**src/design/sacache_pkg.sv**
```systemverilog
`timescale 1ns / 1ps
`default_nettype none

package sacache_pkg;

  // Fixed field widths
  localparam int unsigned ADDR_W     = 32;
  localparam int unsigned TAG_W      = 32;
  localparam int unsigned CNT_W      = 32;
  localparam int unsigned CLR_OUT_W  = 12;
  localparam int unsigned OUT_DATA_W = 80;
  localparam int unsigned CFG_IDX_W  = 8;
  localparam int unsigned CFG_DATA_W = 8;

  // Configuration register indexes
  localparam logic [CFG_IDX_W-1:0] REG_PAGE_BITS  = 8'd0;
  localparam logic [CFG_IDX_W-1:0] REG_BLOCK_BITS = 8'd1;
  localparam logic [CFG_IDX_W-1:0] REG_SET_BITS   = 8'd2;
  localparam logic [CFG_IDX_W-1:0] REG_WAYS_USED  = 8'd3;

  // Configuration reset values
  localparam logic [4:0] PAGE_BITS_RST  = 5'd12;
  localparam logic [3:0] BLOCK_BITS_RST = 4'd4;
  localparam logic [3:0] SET_BITS_RST   = 4'd4;
  localparam logic [3:0] WAYS_USED_RST  = 4'd4;

  typedef enum logic [2:0] {
    ST_IDLE,
    ST_ACC_RD,
    ST_ACC_LOOK,
    ST_ACC_UPD,
    ST_INV_RD,
    ST_INV_LOOK,
    ST_INV_WAY,
    ST_DONE
  } ctrl_state_e;

  typedef struct packed {
    logic capture;
    logic acc_rd;
    logic acc_look;
    logic acc_upd;
    logic inv_rd;
    logic inv_look;
    logic inv_way;
    logic load_out;
  } ctrl_cmd_t;

  typedef struct packed {
    logic last_way;
    logic last_set;
    logic out_free;
  } dp_status_t;

endpackage

`default_nettype wire

```
**src/design/sacache_ctrl.sv**
```systemverilog
`timescale 1ns / 1ps
`default_nettype none

module sacache_ctrl (
  input  wire logic                    clk_i,
  input  wire logic                    rst_ni,
  input  wire logic                    in_valid_i,
  input  wire logic                    in_inv_i,
  output      logic                    in_ready_o,
  output      sacache_pkg::ctrl_cmd_t  cmd_o,
  input  wire sacache_pkg::dp_status_t sts_i
);

  sacache_pkg::ctrl_state_e state_q, state_d;

  // State register
  always_ff @(posedge clk_i or negedge rst_ni) begin
    if (!rst_ni) begin
      state_q <= sacache_pkg::ST_IDLE;
    end else begin
      state_q <= state_d;
    end
  end

  // Next state and commands
  always_comb begin
    state_d    = state_q;
    cmd_o      = '0;
    in_ready_o = 1'b0;
    case (state_q)
      sacache_pkg::ST_IDLE: begin
        in_ready_o = 1'b1;
        if (in_valid_i) begin
          cmd_o.capture = 1'b1;
          state_d = in_inv_i ? sacache_pkg::ST_INV_RD : sacache_pkg::ST_ACC_RD;
        end
      end
      sacache_pkg::ST_ACC_RD: begin
        cmd_o.acc_rd = 1'b1;
        state_d = sacache_pkg::ST_ACC_LOOK;
      end
      sacache_pkg::ST_ACC_LOOK: begin
        cmd_o.acc_look = 1'b1;
        state_d = sacache_pkg::ST_ACC_UPD;
      end
      sacache_pkg::ST_ACC_UPD: begin
        cmd_o.acc_upd = 1'b1;
        state_d = sacache_pkg::ST_DONE;
      end
      sacache_pkg::ST_INV_RD: begin
        cmd_o.inv_rd = 1'b1;
        state_d = sacache_pkg::ST_INV_LOOK;
      end
      sacache_pkg::ST_INV_LOOK: begin
        cmd_o.inv_look = 1'b1;
        state_d = sacache_pkg::ST_INV_WAY;
      end
      sacache_pkg::ST_INV_WAY: begin
        cmd_o.inv_way = 1'b1;
        if (sts_i.last_way) begin
          state_d = sts_i.last_set ? sacache_pkg::ST_DONE : sacache_pkg::ST_INV_RD;
        end
      end
      sacache_pkg::ST_DONE: begin
        if (sts_i.out_free) begin
          cmd_o.load_out = 1'b1;
          state_d = sacache_pkg::ST_IDLE;
        end
      end
      default: begin
        state_d = sacache_pkg::ST_IDLE;
      end
    endcase
  end

endmodule

`default_nettype wire

```
**config.mk**
```make
export PLATFORM = sky130hd
export DESIGN_NAME = sacache_ctrl
export DESIGN_NICKNAME = d
export VERILOG_FILES = /design/src/design/sacache_pkg.sv /design/src/design/sacache_ctrl.sv
export SDC_FILE = /design/constraint.sdc
export NUM_CORES = 1
export LEC_CHECK = 0
export ABC_AREA = 1
export ABC_CLOCK_PERIOD_IN_PS = 1530
export BUFFER_PORTS_ARGS = -buffer_cell sky130_fd_sc_hd__buf_4
export CAP_MARGIN = 20
export CORE_AREA = 4 4 41 43
export CTS_CLUSTER_SIZE = 10
export DETAILED_ROUTE_END_ITERATION = 10
export DIE_AREA = 0 0 45 47
export GPL_TIMING_DRIVEN = 0
export SETUP_SLACK_MARGIN = 0.5
export SLEW_MARGIN = 40
export SYNTH_ARGS = -nofsm -noshare
export SYNTH_HDL_FRONTEND = slang
export SYNTH_SLANG_ARGS = --single-unit
```
**constraint.sdc**
```tcl
create_clock -name clk_i -period 1.53 [get_ports clk_i]
set_clock_uncertainty 0.15 [all_clocks]
set_input_delay 0.0765 -clock clk_i [delete_from_list [all_inputs] [get_ports clk_i]]
set_output_delay 0.0765 -clock clk_i [all_outputs]
set_load 0.05 [all_outputs]
```
-- After elaboration in Yosys (flattened, before gate mapping)
Index checks and enable logic that the tools add are counted.
- equality and inequality tests: 10
- multiplexer cells: 17
- reduce and logical (&&, ||, !) cells: 2
- operators with widths (operator ; number):
    one-hot mux 3 bit (8 select lines) ; 1
    equality test 3 bit, second input constant ; 4
    two-way mux 3 bit ; 4
    two-way mux 1 bit ; 11
    equality test 3 x 2 -> 1 bit, second input constant ; 2
    != test 2 bit, second input constant ; 3
    equality test 3 x 1 -> 1 bit, second input constant ; 1
    logical NOT 3 bit ; 1
    AND reduction 3 bit ; 1
    two-way mux 2 bit ; 1
- register bits: 3
- word-level logic and storage cells: 30

-- Logic depth before layout (Yosys ltp)
- depth in word-level cells: 3
- depth in mapped cells: 6

-- Worst setup path before layout
OpenSTA, ideal clock, no wires.
- path type: reg2out
- from: register state_q[1]
- to: output cmd_o[7] in the netlist's numbering
- data arrival time: 1735 ps
- required time: 1303 ps
- slack: -431 ps
- stages on the path, launching flop included: 4
- path through: dfrtp_1 -> nor2_1 -> inv_1 -> nor3_1
- RTL lines (what ; line ; source):
    from (decl) ; sacache_ctrl.sv:14 ; sacache_pkg::ctrl_state_e state_q, state_d;
    from (signal assigned) ; sacache_ctrl.sv:19 ; state_q <= sacache_pkg::ST_IDLE;
    from (signal assigned) ; sacache_ctrl.sv:21 ; state_q <= state_d;
    to (decl) ; sacache_ctrl.sv:10 ; output sacache_pkg::ctrl_cmd_t cmd_o,

==> flow_metrics.env <==
export IMPL_setup_viol=0
export IMPL_syn_nets=51
export IMPL_synthToLayoutAreaGrowth_pct=173.7
export IMPL_insertion_delay_ps=240
export IMPL_pre_cts_ws_ps=182.1
export IMPL_critPathLaunch="state_q[2]"
export IMPL_fmax_ghz=0.7015
export IMPL_ir_drop_mv=1.082
export IMPL_num_io_pins=16
export IMPL_hold_class="in -> reg"
export IMPL_tns_ps=0
export IMPL_crit_path_end_kind="output port"
export IMPL_synthesis_area_um2=271.5
export IMPL_finalWorstPathRequiredPeriod_ps=1425
export IMPL_seq_area_frac_synth=0.2765
export IMPL_crit_chain="buf_6, nor2_4, inv_2, nor2_2, buf_6"
export IMPL_leakage_nw=0.3390
export IMPL_maxCapViolations=0
export IMPL_cp_data_required_time_ps=1300
export IMPL_worst_pin_slew_ps=154.9
export IMPL_slew_limit_headroom=0.8966
export IMPL_cpMostUsedCell="buf_6"
export IMPL_dpl_cell_count=74
export IMPL_via_per_inst=4.323
export IMPL_ctsHtreeMaxLevel=1
export IMPL_antenna_found_initial=0
export IMPL_drt_iter0_markers=2
export IMPL_start_kind="register"
export IMPL_antenna_cells=0
export IMPL_std_cell_rows=13
export IMPL_dp_hpwl_um=564
export IMPL_ctsRootBufferMaster="clkbuf_4"
export IMPL_grt_max_degree=6
export IMPL_timing_final_crit_share=0.9317
export IMPL_grt_pass1_vias=406
export IMPL_status="complete, no violations"
export IMPL_postSynthAreaPerCell_um2=6.171
export IMPL_cts_clk_slew_worst_paths_ps=40
export IMPL_tritoncts="built"
export IMPL_die_area_mm2=0.002115
export IMPL_firstDrtPassIters=2
export IMPL_hold_viol_final=0
export IMPL_largest_register_ffs=3
export IMPL_cts_inserted_buffers=3
export IMPL_cellPowerDensity_mw_per_mm2=2550
export IMPL_largestRegisters="state_q x3"
export IMPL_arrival_ps=1200
export IMPL_drive_above_1_share=0.7407
export IMPL_vias=415
export IMPL_overflow=0
export IMPL_finalWirelength_um=992
export IMPL_drc_errors=0
export IMPL_cts_max_path_buffers=2
export IMPL_ys_ff_latch=3
export IMPL_yosysWarnings=0
export IMPL_gp_congestion=0.7525
export IMPL_slowest_delay_ps=390
export IMPL_report_final_slew_viol_count=0
export IMPL_synth_cells=44
export IMPL_cts_sinks=3
export IMPL_synth_cell_types=14
export IMPL_final_cell_mix="17 x buf_4, 12 x buf_6, 8 x nor2_4"
export IMPL_crit_type="reg -> out"
export IMPL_routedWlPerCell_um=10.33
export IMPL_antenna_left=0
export IMPL_power_total_w=0.001895
export IMPL_portBuffers=15
export IMPL_hp_start="sts_i[0]"
export IMPL_final_common_cell="buf_4"
export IMPL_coreArea_mm2=0.001301
export IMPL_die_x_um=45
export IMPL_grt_usage=0.1099
export IMPL_rr_startpoint="state_q[1]"
export IMPL_start_util=0.2087
export IMPL_critPathSlowestCell="dfrtp_1"
export IMPL_crit_fanout=5
export IMPL_finalNetCount=89
export IMPL_dieHeight_um=47
export IMPL_fin_cells=96
export IMPL_grt_pass1_wl_mm=1.642
export IMPL_top_register="state_q"
export IMPL_worst_slack_ps=104.6
export IMPL_utilization=0.5712
export IMPL_rsz0062_at_grt="yes"
## kinds of logic (layout without fill, tap and decap cells)
| kind of cell | count (synthesis) | after routing | share of synthesized area |
|---|---|---|---|
| AOI/OAI and AO/OA | 3 | 3 | 0.06453 |
| buffers and inverters | 10 | 47 | 0.1659 |
| DFF | 3 | 3 | 0.2765 |
| and+or+nand+nor | 28 | 28 | 0.4931 |
## report_power, final
| group | leakage [nW] | internal [W] | switching, W |
|---|---|---|---|
| Combinational | 0.290 | 0.000689 | 0.000869 |
| Sequential | 0.0337 | 0.000130 | 0.0000651 |
| Clock | 0.0150 | 0.0000979 | 0.0000439 |
| Total | 0.339 | 0.000917 | 0.000978 |
## stage by stage
stage | hold WS (ps) | instance area, µm²
final | 1.247 | 743.2
after CTS | -1.785 | 685.7
after floorplan | -369.1 | 336.6
after global placement | -283.5 | 467.9
after global routing | 4.332 | 743.2
after detailed placement | -283.7 | 467.9
## critical path: cells and delay by family, from the launching register on
family	cells	cell delay [ps]
buffers and inverters	3	360
flip-flops	1	390
AND/OR/NAND/NOR	2	200
## cells in the mapped netlist
cell type  instances  area [µm²]
nor2_1            10       37.54
nand3_1            7       35.03
nor2_2             1       6.260
nand4_1            1       6.260
buf_6              1       11.26
nand2_1            6       22.52
nor3_1             1       5.000
o21bai_1           1       7.510
o21ai_0            2       10.01
inv_2              1       3.750
dfrtp_1            3       75.07
nor2_4             1       11.26
nand3_2            1       10.01
inv_1              8       30.03
## layer usage
layer,share of wire,vias up,wire (µm),GRT usage
met3,0.066,2,65,0.01533
met4,0.025,0,25,0.1053
met1,0.37,186,363,0.1185
met5,0,-,0,0
met2,0.54,14,537,0.1836
li1,-,213,-,-
## area by class of cell
type,instances,area [µm²]
clock buffer,4,26.28
sequential,3,77.57
tap,15,18.77
multi-input combinational,31,247.7
inverter,9,50.05
fill,131,558.0
timing repair buffer,33,311.5
buffer,1,11.26
## path summary, 6_finish.rpt
| kind | slack, ps | to | depth (start not counted) |
|---|---|---|---|
| worst max-delay path | 100 | cmd_o[5] | 5 |
| worst min-delay path | 1 | state_q[0] | 3 |
| worst max register to register | 160 | state_q[0] | 8 |
| worst min register to register | 690 | state_q[1] | 5 |
| max in group asynchronous | 570 | state_q[0] | 3 |
| min in group asynchronous | 10 | state_q[1] | 2 |
## repair_timing
item | CTS | global route
gates resized for setup | 25 | 7
setup endpoints to repair | 12 | 12
hold buffers | 3 | 0
hold endpoints to repair | 4 | 0
setup buffers | 10 | 4
pin swaps | 3 | 4
gates cloned | 1 | 0
No activity file was read; power rests on OpenSTA's default activity.
